`src/rme_pkg.sv`:
```
package rme_pkg;

  localparam int CORDIC_STAGES = 16;
  localparam int ANG_TABLE_LEN = 24;
  localparam int CORDIC_N = (CORDIC_STAGES < ANG_TABLE_LEN) ? CORDIC_STAGES : ANG_TABLE_LEN;
  localparam int SQRT_STAGES = 30;
  localparam int STAGE_W = 5;
  localparam logic signed [32:0] HALF_PI_Q28 = 33'sd421657428;
  localparam logic signed [15:0] ANGLE_LIMIT = 16'sd25736;

  typedef struct packed {
    logic signed [23:0] pos_x;
    logic signed [23:0] pos_y;
    logic signed [23:0] pos_z;
    logic signed [15:0] r00;
    logic signed [15:0] r10;
    logic signed [15:0] r20;
    logic signed [15:0] r21;
    logic signed [15:0] r22;
  } side_t;

  typedef struct packed {
    logic [31:0] rem;
    logic [29:0] root;
    logic [31:0] sq;
    side_t       side;
  } sqrt_t;

  typedef struct packed {
    logic signed [33:0] x;
    logic signed [33:0] y;
    logic signed [32:0] z;
    logic               zero;
  } lane_t;

  typedef struct packed {
    lane_t roll;
    lane_t pitch;
    lane_t yaw;
    logic signed [23:0] pos_x;
    logic signed [23:0] pos_y;
    logic signed [23:0] pos_z;
  } cordic_t;

  function automatic logic signed [32:0] atan_q28(input logic [STAGE_W-1:0] i);
    logic signed [32:0] t;
    case (i)
      5'd0:  t = 33'sd210828714;
      5'd1:  t = 33'sd124459457;
      5'd2:  t = 33'sd65760959;
      5'd3:  t = 33'sd33381290;
      5'd4:  t = 33'sd16755422;
      5'd5:  t = 33'sd8385879;
      5'd6:  t = 33'sd4193963;
      5'd7:  t = 33'sd2097109;
      5'd8:  t = 33'sd1048571;
      5'd9:  t = 33'sd524287;
      5'd10: t = 33'sd262144;
      5'd11: t = 33'sd131072;
      5'd12: t = 33'sd65536;
      5'd13: t = 33'sd32768;
      5'd14: t = 33'sd16384;
      5'd15: t = 33'sd8192;
      5'd16: t = 33'sd4096;
      5'd17: t = 33'sd2048;
      5'd18: t = 33'sd1024;
      5'd19: t = 33'sd512;
      5'd20: t = 33'sd256;
      5'd21: t = 33'sd128;
      5'd22: t = 33'sd64;
      5'd23: t = 33'sd32;
      default: t = '0;
    endcase
    return t;
  endfunction

  // quadrant fold so the vectoring loop starts with x >= 0
  function automatic lane_t prerot(input logic signed [33:0] y, input logic signed [33:0] x);
    lane_t l;
    l.zero = (x == '0) && (y == '0);
    l.x = x;
    l.y = y;
    l.z = '0;
    if (x < 0) begin
      if (y >= 0) begin
        l.x = y;
        l.y = -x;
        l.z = HALF_PI_Q28;
      end else begin
        l.x = -y;
        l.y = x;
        l.z = -HALF_PI_Q28;
      end
    end
    return l;
  endfunction

  function automatic logic signed [15:0] finish(input lane_t l);
    logic signed [32:0] r;
    logic signed [15:0] a;
    r = (l.z + 33'sd16384) >>> 15;
    if (r > 33'(ANGLE_LIMIT)) a = ANGLE_LIMIT;
    else if (r < -33'(ANGLE_LIMIT)) a = -ANGLE_LIMIT;
    else a = r[15:0];
    if (l.zero) a = '0;
    return a;
  endfunction

endpackage

```
`src/rme_cordic_cell.sv`:
```
module rme_cordic_cell (
  input  logic                         clk,
  input  logic                         rst,
  input  logic                         en,
  input  logic [rme_pkg::STAGE_W-1:0]  stage,
  input  logic                         in_valid,
  input  rme_pkg::cordic_t             in_data,
  output logic                         out_valid,
  output rme_pkg::cordic_t             out_data
);
  import rme_pkg::*;

  logic signed [32:0] t;
  cordic_t            nxt;

  function automatic lane_t rot(input lane_t l, input logic [STAGE_W-1:0] s,
                                input logic signed [32:0] ang);
    lane_t o;
    logic signed [33:0] a;
    logic signed [33:0] b;
    a = l.x >>> s;
    b = l.y >>> s;
    o = l;
    if (!l.y[33]) begin
      o.x = l.x + b;
      o.y = l.y - a;
      o.z = l.z + ang;
    end else begin
      o.x = l.x - b;
      o.y = l.y + a;
      o.z = l.z - ang;
    end
    return o;
  endfunction

  always_comb begin
    t = atan_q28(stage);
    nxt = in_data;
    nxt.roll = rot(in_data.roll, stage, t);
    nxt.pitch = rot(in_data.pitch, stage, t);
    nxt.yaw = rot(in_data.yaw, stage, t);
  end

  always_ff @(posedge clk) begin
    if (rst) begin
      out_valid <= 1'b0;
    end else if (en) begin
      out_valid <= in_valid;
    end
    if (en) begin
      out_data <= nxt;
    end
  end
endmodule

```
`config.mk`:
```
export PLATFORM = sky130hd
export DESIGN_NAME = rme_cordic_cell
export DESIGN_NICKNAME = d
export VERILOG_FILES = /design/src/rme_pkg.sv /design/src/rme_cordic_cell.sv
export SDC_FILE = /design/constraint.sdc
export NUM_CORES = 2
export LEC_CHECK = 0
export BUFFER_PORTS_ARGS = -buffer_cell sky130_fd_sc_hd__clkbuf_2
export CAP_MARGIN = 15
export CORE_AREA = 2 2 298 300
export DETAILED_ROUTE_END_ITERATION = 10
export DIE_AREA = 0 0 300 302
export PLACE_DENSITY = 0.73
export SLEW_MARGIN = 15
export SYNTH_ARGS = -nofsm -noshare
export SYNTH_HDL_FRONTEND = slang
export SYNTH_SLANG_ARGS = --single-unit
```
`constraint.sdc`:
```
create_clock -name clk -period 12.1 [get_ports clk]
set_clock_uncertainty 0.05 [all_clocks]
set_input_delay 2.42 -clock clk [delete_from_list [all_inputs] [get_ports clk]]
set_output_delay 2.42 -clock clk [all_outputs]
set_load 0.005 [all_outputs]
```
==> flow_summary.json <==
{
  "synthesis.area_um2": 45400,
  "core_area_um2": 87600,
  "drv_slew": 0,
  "ys_seq_area_frac": 0.251,
  "p_leak_nw": 21.4,
  "hp-class": "flop to flop",
  "clock_tree.buffer_depth": 3,
  "worst-setup-path-type": "input pin to flop",
  "dr.pass1.iters": 8,
  "critPathMostFrequentCell": "nor2_1",
  "cts_tree": "built",
  "drv_cap": 0,
  "post-synth-top-count-cell": "nor2_1",
  "status": "finished, final reports clean",
  "period_minus_slack_ns": 9.87,
  "fin_ws_ns": 2.23,
  "ctsHoldBuffers": 0,
  "clk_pin_slew_worst_paths_ns": 0.06,
  "final_hold_viol_count": 0,
  "rsz0062_at_grt": "false",
  "drive_above_1_share": 0.240,
  "antenna_left": 0,
  "start_util": 0.518,
  "area_growth_pct": 13.3,
  "synth.top_cells.by_count": "nor2_1, a21oi_1, edfxtp_1",
  "seqCellArea_um2": 11400,
  "internal_power_w": 0.00406,
  "synth_top_area_cell": "edfxtp_1",
  "hpwl_um": 135000,
  "num_io_pins": 766,
  "max-vdd-ir-drop_mv": 0.121,
  "postCtsSetupRepairBufs": 0,
  "arrival_ns": 10.19,
  "fillCellCount": 7693,
  "port_buffers": 765,
  "wl_um": 175000,
  "antenna_found_initial": 15,
  "startpoint_type": "input pin",
  "die_w_um": 300,
  "dr_total_vias": 44000,
  "design.die.area_um2": 90600,
  "rr_worst_depth": 2,
  "switching_share": 0.385,
  "wl_per_cell_um": 26.5,
  "holdPathStages": 2,
  "nets": 6087,
  "grt_first_pass_wirelength_um": 257000,
  "cp_slowest_cell": "clkinv_2",
  "power_density_nw_per_um2": 128,
  "power_frac_seq": 0.298,
  "netlist_instances": 4794,
  "cts_sinks": 379,
  "period_share": 0.816,
  "htree_levels": 2,
  "tightest_slew_ns": 1.19,
  "synth_enable_flop_cells": 378,
  "pre_cts_slack_ns": 1.87,
  "switchingPower_w": 0.00254,
  "cp-end-kind": "flop",
  "ys_types": 103,
  "worstPathRequired_ns": 12.42,
  "grt_pass1_vias": 41500,
  "place_area_um2": 49800,
  "synth_top_area_frac": 0.250,
  "ys.flop_type": "edfxtp_1",
  "whs_ns": 0.461,
  "syn_area_per_cell_um2": 9.47,
  "max_freq_ghz": 0.101,
  "clock_latency_ns": 0.62,
  "cts_buffers": 44,
  "std_cell_rows": 109,
  "slowest_delay_ns": 0.88,
  "ys_ff_latch": 379,
  "setup_viol": 0,
  "design_area_um2": 51400,
  "syn_nets": 5496,
  "place_congestion": 1.05,
  "relSlewSlack": 0.197,
  "vias_per_cell": 6.67,
  "combPwrFrac": 0.484,
  "multi_input_area_um2": 32200,
  "overflow": 0,
  "post_cts_resized": 0,
  "utilization": 0.587,
  "fin_setup_tns_ns": 0,
  "path_max_fanout": 88,
  "die_y_um": 302,
  "synthArstFlopShare": 0,
  "cts_root_buffer": "clkbuf_16",
  "drc": 0,
  "clkPwrFrac": 0.217,
  "yosys-top-cells-area": "edfxtp_1, mux4_2, ha_1",
  "grt_max_degree": 168,
  "first_iter_violations": 5299,
  "synth_warnings": 0,
  "grt_usage": 0.371
}
==> per-layer routing <==
metal,track usage,share of wire,vias to the layer above
met5,0,0.00018,-
met4,0.220,0.064,4
met3,0.0825,0.10,549
met2,0.590,0.46,2778
met1,0.466,0.37,21100
li1,-,-,19600
==> logic make-up after synthesis <==
group                      share of synthesized area
buffers and inverters                         0.0399
AOI/OAI and AO/OA                              0.198
and+or+nand+nor                                0.139
muxes                                          0.197
xor gates and xnor gates                      0.0874
DFF                                            0.251
adders and majority gates                     0.0883
==> cell type report <==
cell class / instances / area share
Clock buffer: 51 / 0.0219
Multi-Input combinational cell: 4018 / 0.627
Antenna cell: 16 / 0.000779
Timing Repair Buffer: 808 / 0.0829
Clock inverter: 31 / 0.00793
Sequential cell: 379 / 0.221
Inverter: 134 / 0.00995
Tap cell: 1165 / 0.0283
==> cells in the final DEF, fill, tap and decap left out, types with 24 or more instances in the layout <==
master / Yosys / layout
clkbuf_16: 0 / 44
mux2_2: 89 / 89
a21oi_1: 401 / 401
nand2b_1: 45 / 45
buf_4: 11 / 42
and2_1: 52 / 52
clkbuf_2: 0 / 756
nand3_1: 94 / 94
a31oi_1: 68 / 68
o21ai_0: 237 / 237
o21a_1: 72 / 72
nor3_1: 98 / 97
xor2_1: 139 / 139
and3_1: 48 / 48
o211ai_1: 36 / 36
mux4_2: 256 / 256
nor2_1: 438 / 434
mux2i_1: 203 / 203
nor2b_1: 63 / 61
or2_2: 31 / 31
o22ai_1: 64 / 64
a21o_1: 125 / 125
inv_1: 130 / 129
a22oi_1: 24 / 24
ha_1: 306 / 306
a211oi_1: 44 / 44
xnor2_1: 314 / 314
o21bai_1: 47 / 47
nand2_1: 323 / 323
edfxtp_1: 378 / 378
==> registers in the layout, summed over array words and instances (netlist names) <==
name,count
out_valid,1
out_data,378
==> stage by stage <==
step	cells	power, W
floorplan	4794	0.00404
global placement	6504	0.00508
detailed placement	6504	0.00511
CTS	6586	0.00657
global route	6597	0.00695
finish	6602	0.00660
==> power by group through the flow <==
stage	clock, W	combinational (W)	sequential [W]
after floorplan	0	0.00203	0.00201
after global placement	0	0.00309	0.00199
after global routing	0.00150	0.00345	0.00199
after CTS	0.00146	0.00314	0.00197
after detailed placement	0	0.00312	0.00199
final	0.00144	0.00320	0.00197
==> final timing paths <==
kind | startpoint | end | slack, ns
max | stage[1] | out_data[173]$_DFFE_PP_ | 2.23
max reg2reg | out_valid$_SDFFE_PP0P_ | out_valid$_SDFFE_PP0P_ | 11.46
min reg2reg | out_valid$_SDFFE_PP0P_ | out_valid$_SDFFE_PP0P_ | 0.46
min | out_valid$_SDFFE_PP0P_ | out_valid$_SDFFE_PP0P_ | 0.46
==> critical path, delay by kind of cell <==
family,cells,cell delay [ns]
compound gates,8,2.21
simple gates,10,2.76
xor+xnor,1,0.08
mux,2,0.38
fa+ha+maj,1,0.36
buf+inv,3,1.92
Power figures use the tool's default switching activity.
