`config.mk`:
```
export PLATFORM = sky130hd
export DESIGN_NAME = rme_sqrt_cell
export DESIGN_NICKNAME = d
export VERILOG_FILES = /design/src/rme_pkg.sv /design/src/rme_sqrt_cell.sv
export SDC_FILE = /design/constraint.sdc
export NUM_CORES = 1
export LEC_CHECK = 0
export BUFFER_PORTS_ARGS = -buffer_cell sky130_fd_sc_hd__buf_4
export CORE_AREA = 4 4 190 192
export CTS_CLUSTER_DIAMETER = 100
export DETAILED_ROUTE_END_ITERATION = 12
export DIE_AREA = 0 0 194 196
export SYNTH_ARGS = -nofsm -noshare
export SYNTH_HDL_FRONTEND = slang
export SYNTH_SLANG_ARGS = --single-unit
```
`constraint.sdc`:
```
create_clock -name clk -period 5.6 [get_ports clk]
set_clock_uncertainty 0.05 [all_clocks]
set_input_delay 0.28 -clock clk [delete_from_list [all_inputs] [get_ports clk]]
set_output_delay 0.28 -clock clk [all_outputs]
set_load 0.03 [all_outputs]
```
`src/rme_pkg.sv`:
```
package rme_pkg;

  localparam int CORDIC_STAGES = 16;
  localparam int ANG_TABLE_LEN = 24;
  localparam int CORDIC_N = (CORDIC_STAGES < ANG_TABLE_LEN) ? CORDIC_STAGES : ANG_TABLE_LEN;
  localparam int SQRT_STAGES = 30;
  localparam int STAGE_W = 5;
  localparam logic signed [32:0] HALF_PI_Q28 = 33'sd421657428;
  localparam logic signed [15:0] ANGLE_LIMIT = 16'sd25736;

  typedef struct packed {
    logic signed [23:0] pos_x;
    logic signed [23:0] pos_y;
    logic signed [23:0] pos_z;
    logic signed [15:0] r00;
    logic signed [15:0] r10;
    logic signed [15:0] r20;
    logic signed [15:0] r21;
    logic signed [15:0] r22;
  } side_t;

  typedef struct packed {
    logic [31:0] rem;
    logic [29:0] root;
    logic [31:0] sq;
    side_t       side;
  } sqrt_t;

  typedef struct packed {
    logic signed [33:0] x;
    logic signed [33:0] y;
    logic signed [32:0] z;
    logic               zero;
  } lane_t;

  typedef struct packed {
    lane_t roll;
    lane_t pitch;
    lane_t yaw;
    logic signed [23:0] pos_x;
    logic signed [23:0] pos_y;
    logic signed [23:0] pos_z;
  } cordic_t;

  function automatic logic signed [32:0] atan_q28(input logic [STAGE_W-1:0] i);
    logic signed [32:0] t;
    case (i)
      5'd0:  t = 33'sd210828714;
      5'd1:  t = 33'sd124459457;
      5'd2:  t = 33'sd65760959;
      5'd3:  t = 33'sd33381290;
      5'd4:  t = 33'sd16755422;
      5'd5:  t = 33'sd8385879;
      5'd6:  t = 33'sd4193963;
      5'd7:  t = 33'sd2097109;
      5'd8:  t = 33'sd1048571;
      5'd9:  t = 33'sd524287;
      5'd10: t = 33'sd262144;
      5'd11: t = 33'sd131072;
      5'd12: t = 33'sd65536;
      5'd13: t = 33'sd32768;
      5'd14: t = 33'sd16384;
      5'd15: t = 33'sd8192;
      5'd16: t = 33'sd4096;
      5'd17: t = 33'sd2048;
      5'd18: t = 33'sd1024;
      5'd19: t = 33'sd512;
      5'd20: t = 33'sd256;
      5'd21: t = 33'sd128;
      5'd22: t = 33'sd64;
      5'd23: t = 33'sd32;
      default: t = '0;
    endcase
    return t;
  endfunction

  // quadrant fold so the vectoring loop starts with x >= 0
  function automatic lane_t prerot(input logic signed [33:0] y, input logic signed [33:0] x);
    lane_t l;
    l.zero = (x == '0) && (y == '0);
    l.x = x;
    l.y = y;
    l.z = '0;
    if (x < 0) begin
      if (y >= 0) begin
        l.x = y;
        l.y = -x;
        l.z = HALF_PI_Q28;
      end else begin
        l.x = -y;
        l.y = x;
        l.z = -HALF_PI_Q28;
      end
    end
    return l;
  endfunction

  function automatic logic signed [15:0] finish(input lane_t l);
    logic signed [32:0] r;
    logic signed [15:0] a;
    r = (l.z + 33'sd16384) >>> 15;
    if (r > 33'(ANGLE_LIMIT)) a = ANGLE_LIMIT;
    else if (r < -33'(ANGLE_LIMIT)) a = -ANGLE_LIMIT;
    else a = r[15:0];
    if (l.zero) a = '0;
    return a;
  endfunction

endpackage

```
`src/rme_sqrt_cell.sv`:
```
module rme_sqrt_cell (
  input  logic           clk,
  input  logic           rst,
  input  logic           en,
  input  logic           in_valid,
  input  rme_pkg::sqrt_t in_data,
  output logic           out_valid,
  output rme_pkg::sqrt_t out_data
);
  import rme_pkg::*;

  logic [31:0] rem_w;
  logic [31:0] trial;
  sqrt_t       nxt;

  always_comb begin
    rem_w = {in_data.rem[29:0], in_data.sq[31:30]};
    trial = {in_data.root, 2'b01};
    nxt = in_data;
    nxt.sq = {in_data.sq[29:0], 2'b00};
    if (rem_w >= trial) begin
      nxt.rem = rem_w - trial;
      nxt.root = {in_data.root[28:0], 1'b1};
    end else begin
      nxt.rem = rem_w;
      nxt.root = {in_data.root[28:0], 1'b0};
    end
  end

  always_ff @(posedge clk) begin
    if (rst) begin
      out_valid <= 1'b0;
    end else if (en) begin
      out_valid <= in_valid;
    end
    if (en) begin
      out_data <= nxt;
    end
  end
endmodule

```
==> Implementation_results.wiki, run 1 <==
{| class="wikitable"
! Metric !! Value
|-
| Run status || finished clean
|-
| Buffers inserted during post-CTS setup optimization || 0
|-
| Total of cells resized after clock tree synthesis || 0
|-
| Width of the chip || 194 microns
|-
| Total Routing Usage GR || 0.178
|-
| Iteration-0 DRC Markers || 310
|-
| Min Clock Period, post-route || 3.45 ns
|-
| Total number of vias || 7762
|-
| Setup repair after global routing missed its margin || false
|-
| Clock tree from TritonCTS || yes
|-
| Via count of the first global-routing pass || about 8200
|-
| Static Leak || 7.32 nW
|-
| Number of placement rows || 68
|-
| Largest cells by area after synthesis || edfxtp_1 77%, ha_1 4.2%, mux2_1 2.5%
|-
| Finished Core Util || 0.497
|-
| Final Routed Wirelength || 36.1 mm
|-
| Non-Filler Instances || between 1500 and 2000
|-
| Power share of the clock group || 0.337
|-
| Share of synthesized area occupied by flip-flops and latches || 0.770
|-
| Number of cells on the worst reg-to-reg path || 3
|-
| Library cell with the largest summed area after synthesis || edfxtp_1
|-
| Hold-fix buffer count after cts || 242
|-
| Detailed-route wire length per cell || 20.3 microns
|-
| Worst setup EP type || register
|-
| Number of DRC violations after detailed routing || 0
|-
| Req. time, crit path || 5.85 ns
|-
| Net count, final || ~1600
|-
| Total grt overflow || 0
|-
| F_max || 290 MHz
|-
| Switching fraction of total power || 0.281
|-
| Final Worst Setup Slack || 2.15 ns
|-
| Number of antenna violations at the first check in global routing || 4
|-
| Actual transition at the worst max-transition pin || 1.01 ns
|-
| Max_cap viols || 0
|-
| Startpoint class of the critical path || input port
|-
| Num ports || 497
|-
| Sequential share of power || 0.432
|-
| Fraction of layout instances using a drive strength above 1 || 0.418
|-
| Net Switching || around 0.0015 W
|-
| Count of state elements after synthesis || 245
|-
| Worst Path Max Fanout || 20
|-
| Delay of the slowest cell on the worst path || 0.55 ns
|-
| Maximum number of pins on one net before global-route repair || approximately 120
|-
| Post-synthesis cell type count || 49
|-
| Starting density of the core || 0.278
|-
| Final count of hold timing violations || 0
|-
| Internal power of the cells || about 0.0038 W
|-
| EDFF count, synth || about 240
|-
| Buffers on Ports || 492
|-
| Placeable core region || 34400 sq um
|-
| Highest-delay cell along the critical path || dlygate4sd3_1
|-
| Total half-perimeter wirelength after legalization and detailed placement || 25.3 mm
|-
| Vias per cell || 4.36
|-
| Setup total negative slack || 0 ns
|-
| Post-place setup slack || 2.14 ns
|-
| Number of instances in the synthesized netlist || 543
|-
| Clock latency at the later pin of the worst-skew pair || roughly 0.56 ns
|-
| Number of fill cells || 2911
|-
| Total Die Area || ~38000 sq um
|-
| Area of the mapped netlist || about 9500 sq um
|-
| Yosys Warn Count || 0
|-
| Largest voltage drop on the vdd net || 272 uV
|-
| Ratio of total power to cell area || 306 nW/um^2
|-
| Remaining max-slew budget at the tightest pin || 0.327
|-
| Mean cell area of the mapped netlist || 17.6 sq um
|-
| Crit path kind || in -> reg
|-
| CTS clock-pin slew for the worst setup and hold paths || 0.06 ns
|-
| Buffer cell driving the clock tree root || clkbuf_16
|-
| Die span in y || 196 microns
|-
| Dominant register cell in the synthesized netlist || edfxtp_1
|-
| Synthesis-to-finish area growth || 79.0%
|-
| Hold Path Class || in -> reg
|-
| Data arrival time of the worst path || approximately 3.7 ns
|-
| CTS H-tree depth || 1
|-
| Buffers from clock root to sink, at most || 3
|-
| Setup-violating endpoint count in the final report || 0
|-
| Final-report max-slew violation count || 0
|-
| Share of the clock period used by the worst path || 0.616
|-
| Post-synth ARST share || 0
|-
| Portion of total power attributed to combinational logic || 0.230
|-
| Number of placed instances, taps included || 1483
|-
| Final RePlAce weighted congestion || 0.869
|-
| Number of sinks driven by the clock tree || ~250
|-
| Critical-path cell list || dlygate4sd3_1 > buf_4 > inv_1 > ha_1 > a21oi_1 > o211ai_1 > a32o_1 > a311oi_4 > a21o_1 > a21oi_1 > nor3_4 > buf_4 > mux2_2
|-
| Hold path cells || 2
|-
| Remaining number of nets flagged by the antenna check after routing || 0
|-
| Number of detailed-route iterations in the first pass || 4
|-
| Wire length of the first global-routing pass || 52.4 mm
|-
| Top cell type's share of synthesized area || 0.767
|-
| Number of CTS-inserted buffers || 28
|}
[worst paths after layout]
check                                endpoint  slack [ns]         start
worst max register to register      out_valid        4.41     out_valid
worst min register to register      out_valid        1.00     out_valid
worst min-delay path            out_data[214]        0.04  in_data[182]
worst max-delay path            out_data[234]        2.15  in_data[192]
[cell type report]
type	instances	area [sq um]	share of cell area
inverter	35	131	0.00769
sequential	245	7350	0.430
tap	455	569	0.0333
timing repair buffer	739	6160	0.361
multi-input combinational	251	1980	0.116
clock inverter	18	166	0.00974
antenna	3	7.51	0.000439
clock buffer	33	719	0.0421
[per-stage QoR]
step           hold WS, ns  area (sq um)  power, W
2_1_floorplan        0.302          9550   0.00284
3_3_place_gp         0.389         13800   0.00333
3_5_place_dp         0.393         13800   0.00334
4_1_cts            0.00331         17100   0.00528
5_1_grt             0.0168         17100   0.00543
6_report            0.0394         17100   0.00522
[registers in the layout, summed over array words and instances (netlist names)]
register   flops
out_data     244
out_valid      1
[cell usage after synthesis (4+ instances only)]
master and n:
o21ai_0 7, nor3_1 4, xnor2_1 20, nand4_1 4, nand2_1 20, mux2_1 21
o211ai_1 4, xor2_1 10, clkbuf_1 5, inv_1 35, and2_1 4, a21o_1 22
a21oi_1 25, ha_1 32, nand3_1 10, edfxtp_1 244, o21a_1 4, nor2_1 12
mux2_2 8, buf_6 4
[placed cells by master (no fill, tap or decap), types with 8 or more instances in the layout]
cell type	count
nand3_1	10
nand2_1	20
a21oi_1	25
mux2_1	21
nor2_1	12
a21o_1	22
clkbuf_16	28
edfxtp_1	244
mux2_2	8
xnor2_1	20
buf_4	496
dlygate4sd3_1	242
ha_1	32
xor2_1	10
inv_1	35
[metal layers]
metal / GRT usage / vias to the layer above / part of all wire
met2: 0.322 / 344 / 0.52
li1: - / 3591 / -
met3: 0.0479 / 65 / 0.065
met5: 0 / - / 0.00019
met4: 0.0693 / 2 / 0.044
met1: 0.200 / 3760 / 0.38
[cell families after synthesis]
| family | after synthesis | synth area share |
|---|---|---|
| flops | 245 | 0.770 |
| buf+inv | 48 | 0.0231 |
| fa+ha+maj | 32 | 0.0419 |
| mux | 32 | 0.0374 |
| simple gates | 71 | 0.0392 |
| other cells | 1 | 0.000393 |
| compound gates | 84 | 0.0609 |
| xor+xnor | 30 | 0.0275 |
[worst max-delay path, delay by kind of cell]
family	cells	cell delay (ns)
AOI/OAI and AO/OA	6	1.44
buffers and inverters	4	1.05
adders and majority gates	1	0.40
muxes	1	0.38
and+or+nand+nor	1	0.13
[power by group through the flow]
stage                     clock, W  sequential [W]  combinational [W]
after floorplan                  0         0.00262           0.000221
after global placement           0         0.00229            0.00105
after detailed placement         0         0.00229            0.00105
after CTS                  0.00182         0.00225            0.00121
after global routing       0.00190         0.00227            0.00126
final                      0.00176         0.00226            0.00120
Power figures use the tool's default switching activity.
==> inputs of run 2 (changes only) <==
==> constraint.sdc (replaced) <==
create_clock -name clk -period 3.3 [get_ports clk]
set_clock_uncertainty 0.05 [all_clocks]
set_input_delay 0.165 -clock clk [delete_from_list [all_inputs] [get_ports clk]]
set_output_delay 0.165 -clock clk [all_outputs]
set_load 0.03 [all_outputs]
==> Implementation_results.wiki, run 2 (synthesis gave the netlist of run 1 again) <==
{| class="wikitable"
! Metric !! Value
|-
| Run status || finished clean (unchanged)
|-
| CP dominant cell by count || a21oi_1
|-
| Number of placement rows || 68 (unchanged)
|-
| Setup slack of the most critical reg-to-reg path || 2.09 ns (was 4.41 ns)
|-
| Setup repair after global routing missed its margin || false (unchanged)
|-
| Total Die Area || 38000 sq um (unchanged)
|-
| Num ports || 497 (unchanged)
|-
| Buffers from clock root to sink, at most || 3 (unchanged)
|-
| Ratio of total power to cell area || 520 nW/um^2 (was 306 nW/um^2)
|-
| Final count of hold timing violations || 0 (unchanged)
|-
| Buffers on Ports || 492 (unchanged)
|-
| Placeable core region || 34400 sq um (unchanged)
|-
| Number of antenna violations at the first check in global routing || 3 (was 4)
|-
| Maximum number of pins on one net before global-route repair || 83 (was 119)
|-
| Data arrival time of the worst path || 3.31 ns (was 3.70 ns)
|-
| Total of cells resized after clock tree synthesis || 0 (unchanged)
|-
| Standard cell area after detailed placement || 13900 sq um (was 13800 sq um)
|-
| Hold Path Class || in -> reg (unchanged)
|-
| Static Leak || 7.39 nW (was 7.32 nW)
|-
| Most used cells in the layout excluding fill and tap cells || 498 x buf_4, 245 x dlygate4sd3_1, 244 x edfxtp_1 (was 496 x buf_4, 244 x edfxtp_1, 242 x dlygate4sd3_1)
|-
| Total design power || 0.00897 W (was 0.00522 W)
|-
| Clock tree from TritonCTS || yes (unchanged)
|-
| Critical-path cell list || dlygate4sd3_1 > buf_4 > inv_1 > ha_1 > a21oi_1 > o211ai_1 > a32o_1 > a311oi_4 > a21o_1 > a21oi_1 > nor3_4 > buf_12 > mux2_2 (was dlygate4sd3_1 > buf_4 > inv_1 > ha_1 > a21oi_1 > o211ai_1 > a32o_1 > a311oi_4 > a21o_1 > a21oi_1 > nor3_4 > buf_4 > mux2_2)
|-
| Width of the chip || 194 microns (unchanged)
|-
| Worst setup EP type || register (unchanged)
|-
| Detailed-route wire length per cell || 20.4 microns (was 20.3 microns)
|-
| Number of sinks driven by the clock tree || 245 (unchanged)
|-
| Delay of the slowest cell on the worst path || 0.54 ns (was 0.55 ns)
|-
| Leading cell type in the layout, fill and taps excluded || buf_4 (unchanged)
|-
| CTS H-tree depth || 1 (unchanged)
|-
| Capturing element of the worst setup path || out_data[233] (was out_data[234])
|-
| Total number of vias || 7828 (was 7762)
|-
| Hold Path Origin || en (was in_data[182])
|-
| Worst Path Max Fanout || 18 (was 20)
|-
| Actual transition at the worst max-transition pin || 0.719 ns (was 1.01 ns)
|-
| Buffer cell driving the clock tree root || clkbuf_16 (unchanged)
|-
| F_max || 323 MHz
|-
| Endpoint of the worst-slack reg-to-reg timing path || out_valid (unchanged)
|-
| Starting density of the core || 0.278 (unchanged)
|-
| Total Routing Usage GR || 0.180 (was 0.178)
|-
| Final-report max-slew violation count || 0 (unchanged)
|-
| Crit path kind || in -> reg (unchanged)
|-
| Max_cap viols || 0 (unchanged)
|-
| Number of CTS-inserted buffers || 27 (was 28)
|-
| Wire length of the first global-routing pass || 53.0 mm (was 52.4 mm)
|-
| Total half-perimeter wirelength after legalization and detailed placement || 25.7 mm (was 25.3 mm)
|-
| Min Clock Period, post-route || 3.10 ns
|-
| Regs by FF count || out_data (244), out_valid (1) (unchanged)
|-
| CP Launch Point || in_data[192] (unchanged)
|-
| Total grt overflow || 0 (unchanged)
|-
| Iteration-0 DRC Markers || 345 (was 310)
|-
| Highest-delay cell along the critical path || dlygate4sd3_1 (unchanged)
|-
| Final Routed Wirelength || 36.5 mm (was 36.1 mm)
|-
| Via count of the first global-routing pass || 8371 (was 8170)
|-
| Fraction of layout instances using a drive strength above 1 || 0.421 (was 0.418)
|-
| CP bufs+invs || 4 (unchanged)
|-
| Vias per cell || 4.38 (was 4.36)
|-
| Synthesis-to-finish area growth || 80.5% (was 79.0%)
|-
| Stages on worst setup path || 13 (unchanged)
|-
| Clock latency at the later pin of the worst-skew pair || 0.51 ns (was 0.56 ns)
|-
| Net count, final || 1591 (was 1582)
|-
| Setup total negative slack || 0 ns (unchanged)
|-
| Die span in y || 196 microns (unchanged)
|-
| Share of the clock period used by the worst path || 0.939
|-
| Req. time, crit path || 3.52 ns (was 5.85 ns)
|-
| Final RePlAce weighted congestion || 0.857 (was 0.869)
|-
| Number of DRC violations after detailed routing || 0 (unchanged)
|-
| Number of cells on the worst reg-to-reg path || 3 (unchanged)
|-
| CTS clock-pin slew for the worst setup and hold paths || 0.06 ns (about the same)
|-
| Flip-flop count of the largest register after layout || 244 (unchanged)
|-
| Number of detailed-route iterations in the first pass || 5 (was 4)
|-
| Family with the most delay on the worst path || compound AO/OA/AOI/OAI gates (unchanged)
|-
| Remaining max-slew budget at the tightest pin || 0.521 (was 0.327)
|-
| Final design area excluding fillers || 17200 sq um (was 17100 sq um)
|-
| Setup-violating endpoint count in the final report || 0 (unchanged)
|-
| Largest voltage drop on the vdd net || 311 uV (was 272 uV)
|-
| Startpoint class of the critical path || input port (unchanged)
|-
| Remaining number of nets flagged by the antenna check after routing || 0 (unchanged)
|-
| Biggest register || out_data (unchanged)
|-
| Startpoint of the worst register-to-register path || out_valid (unchanged)
|}
## run 2: power by group
group          total, W  leakage (nW)  internal, W  switching (W)
Sequential      0.00383          2.40      0.00374      0.0000858
Combinational   0.00207          4.56     0.000923        0.00115
Clock           0.00307         0.426      0.00182        0.00125
## run 2: how the worst min path moves through the flow
stage               depth (start not counted)      endpoint
global route                                1  out_data[80]
finish                                      1  out_data[80]
global placement                            2     out_valid
floorplan                                   1     out_valid
CTS                                         1  out_data[80]
detailed placement                          2     out_valid
## run 2: layer usage
layer | share of wire | GRT usage | vias to the layer above
li1 | - | - | 3618
met2 | 0.51 | 0.321 | 356
met5 | 0.00044 | 0 | -
met1 | 0.37 | 0.204 | 3764
met4 | 0.050 | 0.0789 | 2
met3 | 0.073 | 0.0474 | 88
## run 2: stage by stage
step           cells  setup WS [ns]  utilization  hold slack [ns]
2_1_floorplan    544          0.464            -            0.187
3_3_place_gp    1490          0.301        0.404            0.273
3_5_place_dp    1490          0.228        0.404            0.273
4_1_cts         1783          0.212        0.501            0.127
5_1_grt         1785         0.0330        0.501            0.131
6_report        1787          0.201        0.501            0.123
## run 2: layout make-up
type | instances | area (sq um)
sequential | 245 | 7350
clock inverter | 15 | 188
tap | 455 | 569
inverter | 35 | 131
antenna | 4 | 10.0
timing repair buffer | 749 | 6310
fill | 2877 | 17100
multi-input combinational | 251 | 1980
clock buffer | 33 | 698
## run 2: timing repair
item,in CTS,in global routing
hold buffers,245,0
setup buffers,0,0
hold endpoints to repair,244,0
==> inputs of run 3 (changes only) <==
--- a/config.mk
+++ b/config.mk
@@ -6,10 +6,14 @@
 export NUM_CORES = 1
 export LEC_CHECK = 0
 export BUFFER_PORTS_ARGS = -buffer_cell sky130_fd_sc_hd__buf_4
-export CORE_AREA = 4 4 190 192
+export CELL_PAD_IN_SITES_DETAIL_PLACEMENT = 1
+export CELL_PAD_IN_SITES_GLOBAL_PLACEMENT = 1
+export CORE_AREA = 2 2 192 194
 export CTS_CLUSTER_DIAMETER = 100
 export DETAILED_ROUTE_END_ITERATION = 12
 export DIE_AREA = 0 0 194 196
+export PLACE_DENSITY_LB_ADDON = 0.1
+export SKIP_CTS_REPAIR_TIMING = 1
 export SYNTH_ARGS = -nofsm -noshare
 export SYNTH_HDL_FRONTEND = slang
 export SYNTH_SLANG_ARGS = --single-unit
==> Implementation_results.wiki, run 3 (synthesis gave the netlist of run 1 again) <==
{| class="wikitable"
! Metric !! Value
|-
| Total design power || 0.00883 W (was 0.00897 W)
|-
| Final Routed Wirelength || 37.8 mm (was 36.5 mm)
|-
| Largest voltage drop on the vdd net || 395 uV (was 311 uV)
|-
| Violations in the final reports || negative hold slack
|-
| Final RePlAce weighted congestion || 0.811 (was 0.857)
|-
| Data arrival time of the worst path || 3.33 ns (was 3.31 ns)
|-
| Crit path kind || in -> reg (unchanged)
|-
| Regs by FF count || out_data (244), out_valid (1) (unchanged)
|-
| Buffers from clock root to sink, at most || 3 (unchanged)
|-
| Worst Path Max Fanout || 10 (was 18)
|-
| Remaining number of nets flagged by the antenna check after routing || 0 (unchanged)
|-
| Die span in y || 196 microns (unchanged)
|-
| Startpoint class of the critical path || input port (unchanged)
|-
| Share of the clock period used by the worst path || 0.936 (was 0.939)
|-
| Actual transition at the worst max-transition pin || 0.638 ns (was 0.719 ns)
|-
| Starting density of the core || 0.265 (was 0.278)
|-
| Critical-path cell list || dlygate4sd3_1 > buf_4 > inv_1 > ha_1 > and3_4 > and3_4 > a32o_1 > a311oi_4 > a21o_1 > a21oi_1 > nor3_4 > buf_4 > mux2_2 (was dlygate4sd3_1 > buf_4 > inv_1 > ha_1 > a21oi_1 > o211ai_1 > a32o_1 > a311oi_4 > a21o_1 > a21oi_1 > nor3_4 > buf_12 > mux2_2)
|-
| Synthesis-to-finish area growth || 80.0% (was 80.5%)
|-
| Hold Path Class || in -> reg (unchanged)
|-
| Remaining max-slew budget at the tightest pin || 0.575 (was 0.521)
|-
| Total number of vias || 7673 (was 7828)
|-
| Final design area excluding fillers || 17200 sq um (about the same)
|-
| Fraction of layout instances using a drive strength above 1 || 0.415 (was 0.421)
|-
| F_max || 324 MHz (was 323 MHz)
|-
| Final-report max-slew violation count || 0 (unchanged)
|-
| Worst setup EP type || register (unchanged)
|-
| Clock tree from TritonCTS || yes (unchanged)
|-
| Net Switching || 0.00247 W (was 0.00248 W)
|-
| Leading cell type in the layout, fill and taps excluded || buf_4 (unchanged)
|-
| Internal power of the cells || 0.00635 W (was 0.00649 W)
|-
| Min Clock Period, post-route || 3.09 ns (was 3.10 ns)
|-
| Total Die Area || 38000 sq um (unchanged)
|-
| Number of placement rows || 70 (was 68)
|-
| Setup total negative slack || 0 ns (unchanged)
|-
| Num ports || 497 (unchanged)
|-
| Delay of the slowest cell on the worst path || 0.55 ns (was 0.54 ns)
|-
| Run status || complete, but fails checks (was finished clean)
|-
| Standard cell area after detailed placement || 13900 sq um (about the same)
|-
| Buffer cell driving the clock tree root || clkbuf_16 (unchanged)
|-
| Setup repair after global routing missed its margin || false (unchanged)
|-
| Number of placed instances, taps included || 1502 (was 1490)
|-
| Sequential share of power || 0.433 (was 0.427)
|-
| Number of CTS-inserted buffers || 29 (was 27)
|-
| Total half-perimeter wirelength after legalization and detailed placement || 27.2 mm (was 25.7 mm)
|-
| Family with the most delay on the worst path || buffers and inverters (was compound AO/OA/AOI/OAI gates)
|-
| Net count, final || 1592 (was 1591)
|-
| Detailed-route wire length per cell || 20.9 microns (was 20.4 microns)
|-
| Wire length of the first global-routing pass || 48.0 mm (was 53.0 mm)
|-
| Most used cells in the layout excluding fill and tap cells || 499 x buf_4, 245 x dlygate4sd3_1, 244 x edfxtp_1 (was 498 x buf_4, 245 x dlygate4sd3_1, 244 x edfxtp_1)
|-
| Via count of the first global-routing pass || 6879 (was 8371)
|-
| Non-Filler Instances || 1805 (was 1787)
|-
| Highest-delay cell along the critical path || dlygate4sd3_1 (unchanged)
|-
| Biggest register || out_data (unchanged)
|-
| Ratio of total power to cell area || 514 nW/um^2 (was 520 nW/um^2)
|-
| CP bufs+invs || 4 (unchanged)
|-
| Maximum number of pins on one net before global-route repair || 74 (was 83)
|-
| CTS H-tree depth || 1 (unchanged)
|-
| Number of DRC violations after detailed routing || 0 (unchanged)
|-
| Power share of the clock group || 0.333 (was 0.342)
|-
| Req. time, crit path || 3.54 ns (was 3.52 ns)
|-
| Placeable core region || 36100 sq um (was 34400 sq um)
|-
| Vias per cell || 4.25 (was 4.38)
|-
| Setup-violating endpoint count in the final report || 0 (unchanged)
|-
| Number of sinks driven by the clock tree || 245 (unchanged)
|-
| Worst slack on hold paths || -0.0226 ns (was 0.123 ns)
|-
| Total grt overflow || 0 (unchanged)
|-
| CTS clock-pin slew for the worst setup and hold paths || 0.06 ns (about the same)
|-
| Iteration-0 DRC Markers || 303 (was 345)
|-
| Number of antenna violations at the first check in global routing || 4 (was 3)
|-
| Number of detailed-route iterations in the first pass || 4 (was 5)
|-
| Flip-flop count of the largest register after layout || 244 (unchanged)
|-
| Switching fraction of total power || 0.280 (was 0.277)
|-
| Total Routing Usage GR || 0.171 (was 0.180)
|-
| Width of the chip || 194 microns (unchanged)
|-
| Max_cap viols || 0 (unchanged)
|-
| Final count of hold timing violations || 1 (was 0)
|-
| Number of fill cells || 3757 (was 2877)
|-
| Clock latency at the later pin of the worst-skew pair || 0.53 ns (was 0.51 ns)
|-
| Buffers on Ports || 492 (unchanged)
|-
| Static Leak || 7.36 nW (was 7.39 nW)
|-
| Portion of total power attributed to combinational logic || 0.234 (was 0.231)
|}
run 3: cell count changes in the layout (fill, tap and decap cells not counted), sizes merged:
cell | previous run | this run
clkbuf | 33 | 41
inv | 37 | 36
clkinvlp | 2 | 0
clkinv | 7 | 11
bufinv | 4 | 1
buf | 504 | 503
run 3: worst paths after layout:
kind	from	end	slack (ns)	cells after the start
worst max-delay path	in_data[195]	out_data[233]	0.21	13
worst max register to register	out_valid	out_valid	2.10	3
worst min-delay path	in_data[183]	out_data[215]	-0.02	3
worst min register to register	out_valid	out_valid	1.01	3
run 3: through the flow:
step                      setup WS [ns]  utilization
final                             0.210        0.476
after CTS                         0.791        0.408
after floorplan                   0.464            -
after global routing             0.0599        0.476
after global placement            0.232        0.384
after detailed placement          0.203        0.384
run 3: metal layers:
layer / vias up / wire length [microns] / GRT usage
met2: 271 / 20200 / 0.313
met3: 54 / 2180 / 0.0638
met5: - / 17 / 0
met1: 3734 / 14300 / 0.185
met4: 2 / 1100 / 0.0474
li1: 3612 / - / -
run 3: area by class of cell:
class	instances	area [sq um]	share of cell area
Antenna cell	4	10.0	0.000582
Inverter	35	131	0.00764
Sequential cell	245	7350	0.428
Clock buffer	41	771	0.0448
Timing Repair Buffer	748	6270	0.365
Clock inverter	13	83.8	0.00488
Multi-Input combinational cell	251	1980	0.115
Tap cell	468	586	0.0341
run 3: worst min-delay path, cell delays in order:
cell and delay [ns]:
buf_4 0.09, inv_1 0.06, mux2i_1 0.13
run 3: power by group through the flow:
stage | clock network, W | logic (W) | registers [W]
floorplan | 0 | 0.000375 | 0.00444
global placement | 0 | 0.00181 | 0.00387
detailed placement | 0 | 0.00182 | 0.00388
CTS | 0.00304 | 0.00183 | 0.00382
global route | 0.00315 | 0.00219 | 0.00385
finish | 0.00294 | 0.00207 | 0.00382
